--- src/sv/mcbs_pkg.sv ---
// Package for the multi-channel blink sequencer: sizes, request codes,
// the per-channel memory entry and the state machine type. No dependencies.
`default_nettype none

package mcbs_pkg;

    localparam int CHANNELS   = 16;
    localparam int CH_BITS    = (CHANNELS > 1) ? $clog2(CHANNELS) : 1;
    localparam int TIME_BITS  = 16;
    localparam int CLOCK_BITS = 32;
    localparam int COUNT_BITS = 16;
    localparam int LAMP_BITS  = 16;

    // Request codes carried on the op field.
    localparam logic OP_PATTERN = 1'b0;
    localparam logic OP_TICK    = 1'b1;

    typedef enum logic {
        ST_IDLE,
        ST_SWEEP
    } t_state;

    // One channel's stored pattern and progress.
    typedef struct packed {
        logic [TIME_BITS-1:0]  on_ticks;
        logic [TIME_BITS:0]    period_ticks;
        logic [COUNT_BITS-1:0] repeat_limit;
        logic [CLOCK_BITS-1:0] period_start;
        logic [COUNT_BITS-1:0] periods_done;
    } t_chan_entry;

    // Outcome of visiting one channel on a tick.
    typedef struct packed {
        t_chan_entry entry;
        logic        drive;
        logic        write_en;
    } t_visit_res;

endpackage

`default_nettype wire

--- src/sv/multi_channel_blink_sequencer.sv ---
// Top level of the multi-channel blink sequencer: channel memory, tick sweep
// and result register. Depends on mcbs_pkg and mcbs_visit.
`default_nettype none

// Drives sixteen on/off outputs with blink patterns. Present a request with
// start high while busy is low. A pattern request (op = 0) loads one channel's
// on time, off time and repeat count and restarts its period; busy stays
// low, so a new request may follow at once. A tick request (op = 1)
// advances the 32-bit time counter and then sweeps the channel memory one
// entry per cycle through its single read port (read, update, write back);
// busy stays high until the last entry is done. Every request
// produces exactly one result: o_valid pulses for one cycle with the drive
// vector and the mask of drives that changed. The receiver cannot stall, so
// capture the result in the cycle o_valid is high. Reset needs no clearing
// pass: per-entry valid bits make unloaded channels read as idle.
module multi_channel_blink_sequencer import mcbs_pkg::*; (
    input  wire logic                  i_clk,
    input  wire logic                  i_rst_n,
    input  wire logic                  start,
    output logic                       busy,
    input  wire logic                  i_op,
    input  wire logic [3:0]            i_channel,
    input  wire logic [15:0]           i_on_time,
    input  wire logic [15:0]           i_off_time,
    input  wire logic [15:0]           i_repeat_count,
    output logic                       o_valid,
    output logic [LAMP_BITS-1:0]       o_lamp_states,
    output logic [LAMP_BITS-1:0]       o_changed_mask
);

    // Channel memory: one synchronous read port, one write port.
    t_chan_entry mem [CHANNELS];

    t_state                r_state, n_state;
    logic [CLOCK_BITS-1:0] r_time_now;
    logic [CHANNELS-1:0]   r_drive, n_drive;
    logic [CHANNELS-1:0]   r_entry_valid;
    logic [CHANNELS-1:0]   r_before;
    logic [CH_BITS-1:0]    r_issue;
    logic                  r_issuing;
    logic                  r_proc_valid;
    logic [CH_BITS-1:0]    r_proc_idx;
    t_chan_entry           r_rd_entry;
    logic                  r_rd_valid;
    logic                  r_out_valid;
    logic [LAMP_BITS-1:0]  r_lamp;
    logic [LAMP_BITS-1:0]  r_changed;

    logic                  accept;
    logic                  pattern_req;
    logic                  tick_req;
    logic                  sweep_done;
    t_chan_entry           load_entry;
    t_visit_res            visit;

    assign accept      = start && !busy;
    assign pattern_req = accept && (i_op == OP_PATTERN);
    assign tick_req    = accept && (i_op == OP_TICK);
    assign sweep_done  = r_proc_valid && (r_proc_idx == CH_BITS'(CHANNELS - 1));

    // Pattern loaded by a pattern request; on plus off cannot overflow.
    always_comb begin
        load_entry.on_ticks     = TIME_BITS'(i_on_time);
        load_entry.period_ticks = (TIME_BITS+1)'(TIME_BITS'(i_on_time))
                                + (TIME_BITS+1)'(TIME_BITS'(i_off_time));
        load_entry.repeat_limit = i_repeat_count;
        load_entry.period_start = r_time_now;
        load_entry.periods_done = '0;
    end

    mcbs_visit u_visit (
        .i_entry       (r_rd_entry),
        .i_entry_valid (r_rd_valid),
        .i_time_now    (r_time_now),
        .i_drive       (r_drive[r_proc_idx]),
        .o_res         (visit)
    );

    // Next state and next drive vector.
    always_comb begin
        n_state = r_state;
        n_drive = r_drive;
        case (r_state)
            ST_IDLE: begin
                if (tick_req) begin
                    n_state = ST_SWEEP;
                end
                // zero on time switches the channel off at once
                if (pattern_req && (i_on_time == '0)) begin
                    n_drive[i_channel] = 1'b0;
                end
            end
            ST_SWEEP: begin
                if (r_proc_valid) begin
                    n_drive[r_proc_idx] = visit.drive;
                end
                if (sweep_done) begin
                    n_state = ST_IDLE;
                end
            end
            default: begin
                n_state = ST_IDLE;
            end
        endcase
    end

    assign busy = (r_state != ST_IDLE);

    always_ff @(posedge i_clk) begin
        if (!i_rst_n) begin
            r_state <= ST_IDLE;
        end else begin
            r_state <= n_state;
        end
    end

    // Control: time counter, drives, valid bits, sweep counters, result strobe.
    always_ff @(posedge i_clk) begin
        if (!i_rst_n) begin
            r_time_now    <= '0;
            r_drive       <= '0;
            r_entry_valid <= '0;
            r_issue       <= '0;
            r_issuing     <= 1'b0;
            r_proc_valid  <= 1'b0;
            r_out_valid   <= 1'b0;
        end else begin
            r_drive      <= n_drive;
            r_out_valid  <= pattern_req || sweep_done;
            r_proc_valid <= r_issuing;
            if (pattern_req) begin
                r_entry_valid[i_channel] <= 1'b1;
            end
            if (tick_req) begin
                r_time_now <= r_time_now + CLOCK_BITS'(1);
                r_issue    <= '0;
                r_issuing  <= 1'b1;
            end else if (r_issuing) begin
                // stop issuing after the last entry
                if (r_issue == CH_BITS'(CHANNELS - 1)) begin
                    r_issuing <= 1'b0;
                end else begin
                    r_issue <= r_issue + CH_BITS'(1);
                end
            end
        end
    end

    // Memory and datapath registers. The read of entry c+1 and the write back
    // of entry c fall in the same cycle, so the two never collide.
    always_ff @(posedge i_clk) begin
        if (pattern_req) begin
            mem[i_channel] <= load_entry;
        end else if (r_proc_valid && visit.write_en) begin
            mem[r_proc_idx] <= visit.entry;
        end
        r_rd_entry <= mem[r_issue];
        r_rd_valid <= r_entry_valid[r_issue];
        r_proc_idx <= r_issue;
        if (accept) begin
            r_before <= r_drive;
        end
    end

    // Result register: drives after the request and the drives that moved.
    always_ff @(posedge i_clk) begin
        if (pattern_req) begin
            r_lamp    <= LAMP_BITS'(n_drive);
            r_changed <= LAMP_BITS'(n_drive ^ r_drive);
        end else if (sweep_done) begin
            r_lamp    <= LAMP_BITS'(n_drive);
            r_changed <= LAMP_BITS'(n_drive ^ r_before);
        end
    end

    assign o_valid        = r_out_valid;
    assign o_lamp_states  = r_lamp;
    assign o_changed_mask = r_changed;

endmodule

`default_nettype wire

--- src/sv/mcbs_visit.sv ---
// Per-channel tick update: phase check, period restart and repeat counting.
// Depends on mcbs_pkg.
`default_nettype none

module mcbs_visit import mcbs_pkg::*; (
    input  wire t_chan_entry           i_entry,
    input  wire logic                  i_entry_valid,
    input  wire logic [CLOCK_BITS-1:0] i_time_now,
    input  wire logic                  i_drive,
    output t_visit_res                 o_res
);

    logic [CLOCK_BITS-1:0] elapsed;
    logic [COUNT_BITS-1:0] done_inc;

    always_comb begin
        elapsed  = i_time_now - i_entry.period_start;
        done_inc = i_entry.periods_done + COUNT_BITS'(1);
        o_res          = '0;
        o_res.entry    = i_entry;
        o_res.drive    = i_drive;
        o_res.write_en = 1'b0;
        // skip idle channels and entries never loaded
        if (i_entry_valid && (i_entry.on_ticks != '0)) begin
            if (elapsed < CLOCK_BITS'(i_entry.on_ticks)) begin
                o_res.drive = 1'b1;
            end else if (elapsed < CLOCK_BITS'(i_entry.period_ticks)) begin
                o_res.drive = 1'b0;
            end else begin
                // period end: restart, count repeats, hold the drive; the last repeat switches it off
                o_res.write_en           = 1'b1;
                o_res.entry.period_start = i_time_now;
                if (i_entry.repeat_limit != '0) begin
                    o_res.entry.periods_done = done_inc;
                    if (done_inc >= i_entry.repeat_limit) begin
                        o_res.entry.on_ticks = '0;
                        o_res.drive          = 1'b0;
                    end
                end
            end
        end
    end

endmodule

`default_nettype wire
--- config.mk ---
export PLATFORM = sky130hd
export DESIGN_NAME = multi_channel_blink_sequencer
export DESIGN_NICKNAME = d
export VERILOG_FILES = /design/src/sv/mcbs_pkg.sv /design/src/sv/multi_channel_blink_sequencer.sv /design/src/sv/mcbs_visit.sv
export SDC_FILE = /design/constraint.sdc
export NUM_CORES = 2
export LEC_CHECK = 0
export ABC_CLOCK_PERIOD_IN_PS = 15100
export CAP_MARGIN = 5
export CORE_UTILIZATION = 66
export CTS_BUF_LIST = sky130_fd_sc_hd__clkbuf_4 sky130_fd_sc_hd__clkbuf_8
export DETAILED_ROUTE_END_ITERATION = 8
export DONT_BUFFER_PORTS = 1
export HOLD_SLACK_MARGIN = 0.06
export PLACE_DENSITY_LB_ADDON = 0.3
export SLEW_MARGIN = 20
export SYNTH_ARGS = -nofsm -noshare
export SYNTH_HDL_FRONTEND = slang
export SYNTH_SLANG_ARGS = --single-unit
--- constraint.sdc ---
create_clock -name i_clk -period 15.1 [get_ports i_clk]
set_input_delay 3.775 -clock i_clk [delete_from_list [all_inputs] [get_ports i_clk]]
set_output_delay 3.775 -clock i_clk [all_outputs]
set_load 0.01 [all_outputs]
==> results.sh <==
export IMPL_synthFlopType="edfxtp_1"
export IMPL_clk_pin_slew_ns=0.06
export IMPL_cts_made_buffers=289
export IMPL_start_util_pct=67.0
export IMPL_insertion_delay_ns=0.94
export IMPL_yosys_top_cells_count="edfxtp_1, mux4_2, dfxtp_1"
export IMPL_netlist_instances=3610
export IMPL_hold_class="register to register"
export IMPL_leakage_uw=0.0263
export IMPL_die_w_um=330
export IMPL_ant_nets=0
export IMPL_synth_net_count=3765
export IMPL_die_h_um=330
export IMPL_finClkSkew_ns=0.0934
export IMPL_finalInstanceArea_um2=78400
export IMPL_slew_violations=0
export IMPL_drt_total_wl_um=160000
export IMPL_nets=3914
export IMPL_yosys_warnings=0
export IMPL_crit_required_ns=15.61
export IMPL_first_pass_iters=8
export IMPL_grt_overflow=0
export IMPL_grt_pass1_vias=37600
export IMPL_final_setup_viol_count=0
export IMPL_ys_seq_elements=1774
export IMPL_core_area_um2=106000
export IMPL_worst_pin_slew_ns=1.18
export IMPL_cts_resized=0
export IMPL_cts_hold_buffers=0
export IMPL_hold_viol=0
export IMPL_period_share_pct=54.7
export IMPL_power_density_nw_per_um2=126
export IMPL_syn_cell_area_um2=71000
export IMPL_clock_fmax_mhz=121
export IMPL_drv_cap=0
export IMPL_synth_edff_count=1600
export IMPL_antenna_found_initial=10
export IMPL_grt_pass1_wl_um=238000
export IMPL_synth_largest_area_cell="edfxtp_1"
export IMPL_wl_per_cell_um=29.8
export IMPL_place_gp_congestion=0.890
export IMPL_max_stage_delay_ns=1.03
export IMPL_drc_errors=0
export IMPL_clockRootBuffer="clkbuf_8"
export IMPL_crit_type="register to register"
export IMPL_worst_ep_arrival_time_ns=8.77
export IMPL_finalSetupTns_ns=0
export IMPL_vias_per_cell=6.79
export IMPL_cp_end_kind="register"
export IMPL_vias=36400
export IMPL_grt_max_degree=167
export IMPL_async_flop_share_pct=0
export IMPL_period_minus_slack_ns=8.25
export IMPL_synth_most_common_cell="edfxtp_1"
export IMPL_post_cts_buffers=0
export IMPL_cts_tree="built"
export IMPL_ir_drop_v=0.0000969
export IMPL_relSlewSlack_pct=21.6
export IMPL_drive_above_1_share_pct=27.6
export IMPL_syn_area_per_cell_um2=19.7
export IMPL_dr_first_iter_drc_count=4058
export IMPL_hpwl_um=92700
export IMPL_rows=119
export IMPL_die_area_um2=109000
export IMPL_cp_common_cell="nor2_1"
export IMPL_start_kind="register"
export IMPL_placed_area_um2=72600
export IMPL_io_pins=90
export IMPL_synthTopCellsByArea="edfxtp_1, mux4_2, dfxtp_1"
export IMPL_crit_fanout=40
export IMPL_grt_usage_pct=30.3
export IMPL_clock_sinks=1774
export IMPL_yosysSeqAreaShare_pct=72.6
export IMPL_port_buffers=0
export IMPL_area_growth_pct=10.5
export IMPL_synth_top_cell_area_share_pct=67.7
export IMPL_slowest_stage="o22ai_4"
export IMPL_outcome="complete, no violations"
export IMPL_clk_path_buf_depth=4
export IMPL_synth_cell_type_count=79
export IMPL_rsz0062_at_grt="false"
export IMPL_htreeDepth=5
==> report_power, final <==
part / internal [µW] / switching (µW) / total [µW]
clock network: 2290 / 1800 / 4090
registers: 5390 / 32.6 / 5420
logic: 147 / 216 / 363
total: 7820 / 2050 / 9880
==> cells by family after synthesis <==
kind of cell             synth area share (%)
buffers and inverters                    1.68
XOR/XNOR                                0.975
AO/OA/AOI/OAI                            3.02
multiplexers                             16.3
AND/OR/NAND/NOR                          3.66
adder cells (fa/ha/maj)                  1.77
flip-flops                               72.6
==> per-layer routing <==
layer	track usage (%)	routed length, µm
met1	41.9	60100
met2	47.8	78200
met3	7.17	16600
met4	11.2	5190
met5	0	21
==> final cells by class <==
| type | count | area (µm²) |
|---|---|---|
| well taps | 1391 | 1740 |
| repair buffers | 51 | 437 |
| multi-input cells | 1535 | 18600 |
| fillers | 5617 | 27600 |
| flip-flops and latches | 1774 | 51500 |
| inverters | 108 | 405 |
| clock buffers | 423 | 5200 |
| clock inverters | 77 | 504 |
| diodes | 6 | 15.0 |
==> worst max-delay path: cells and delay by family (launching register included) <==
kind | cells | cell delay (ns)
AO/OA/AOI/OAI | 9 | 2.26
AND/OR/NAND/NOR | 9 | 1.99
buffers and inverters | 3 | 1.48
adder cells (fa/ha/maj) | 3 | 0.89
flip-flops | 1 | 0.73
XOR/XNOR | 1 | 0.41
==> cell usage in the layout, fill, tap and decap left out, drive strengths merged, types with 10 or more instances in the layout <==
cell    count
a21oi      74
edfxtp   1600
nor4       15
a21boi     10
ha         97
mux2i      20
inv       111
nand2b     15
and3       11
nand2      92
or3        22
a211oi     27
dfxtp     174
mux2       20
nor2      121
nor2b      21
nand3      41
a21o       28
and2       49
clkinv     62
buf        50
nand4      32
xor2       25
mux4      495
o21ai      67
xnor2      54
a21bo      16
or2        14
nor3       34
clkbuf    424
o22ai      21
o21a       13
==> final timing paths <==
| kind | startpoint | end | slack [ns] | cells past startpoint |
|---|---|---|---|---|
| max | r_time_now[0] | mem[5][45] | 6.85 | 25 |
| max reg2reg | r_time_now[0] | mem[5][45] | 6.85 | 25 |
| min | r_entry_valid[7] | r_entry_valid[7] | 0.46 | 2 |
| min reg2reg | r_entry_valid[7] | r_entry_valid[7] | 0.46 | 2 |
==> registers in the layout, summed over array words and instances (netlist names), 16 cells and up <==
register and count:
mem 1552, r_rd_entry 97, r_time_now 32, o_changed_mask 16
o_lamp_states 16, r_before 16, r_drive 16, r_entry_valid 16
==> stage by stage <==
step	total power, µW	worst slack (ns)	util, %	std cells	hold slack, ns
after global placement	5860	6.98	68.5	4857	0.440
after CTS	9920	7.10	73.9	5357	0.459
after floorplan	5780	1.75	-	3610	0.329
final	9880	6.85	74.0	5365	0.456
after detailed placement	5880	6.86	68.5	4857	0.444
after global routing	10200	6.54	74.0	5362	0.490
No activity file was read; power rests on OpenSTA's default activity.
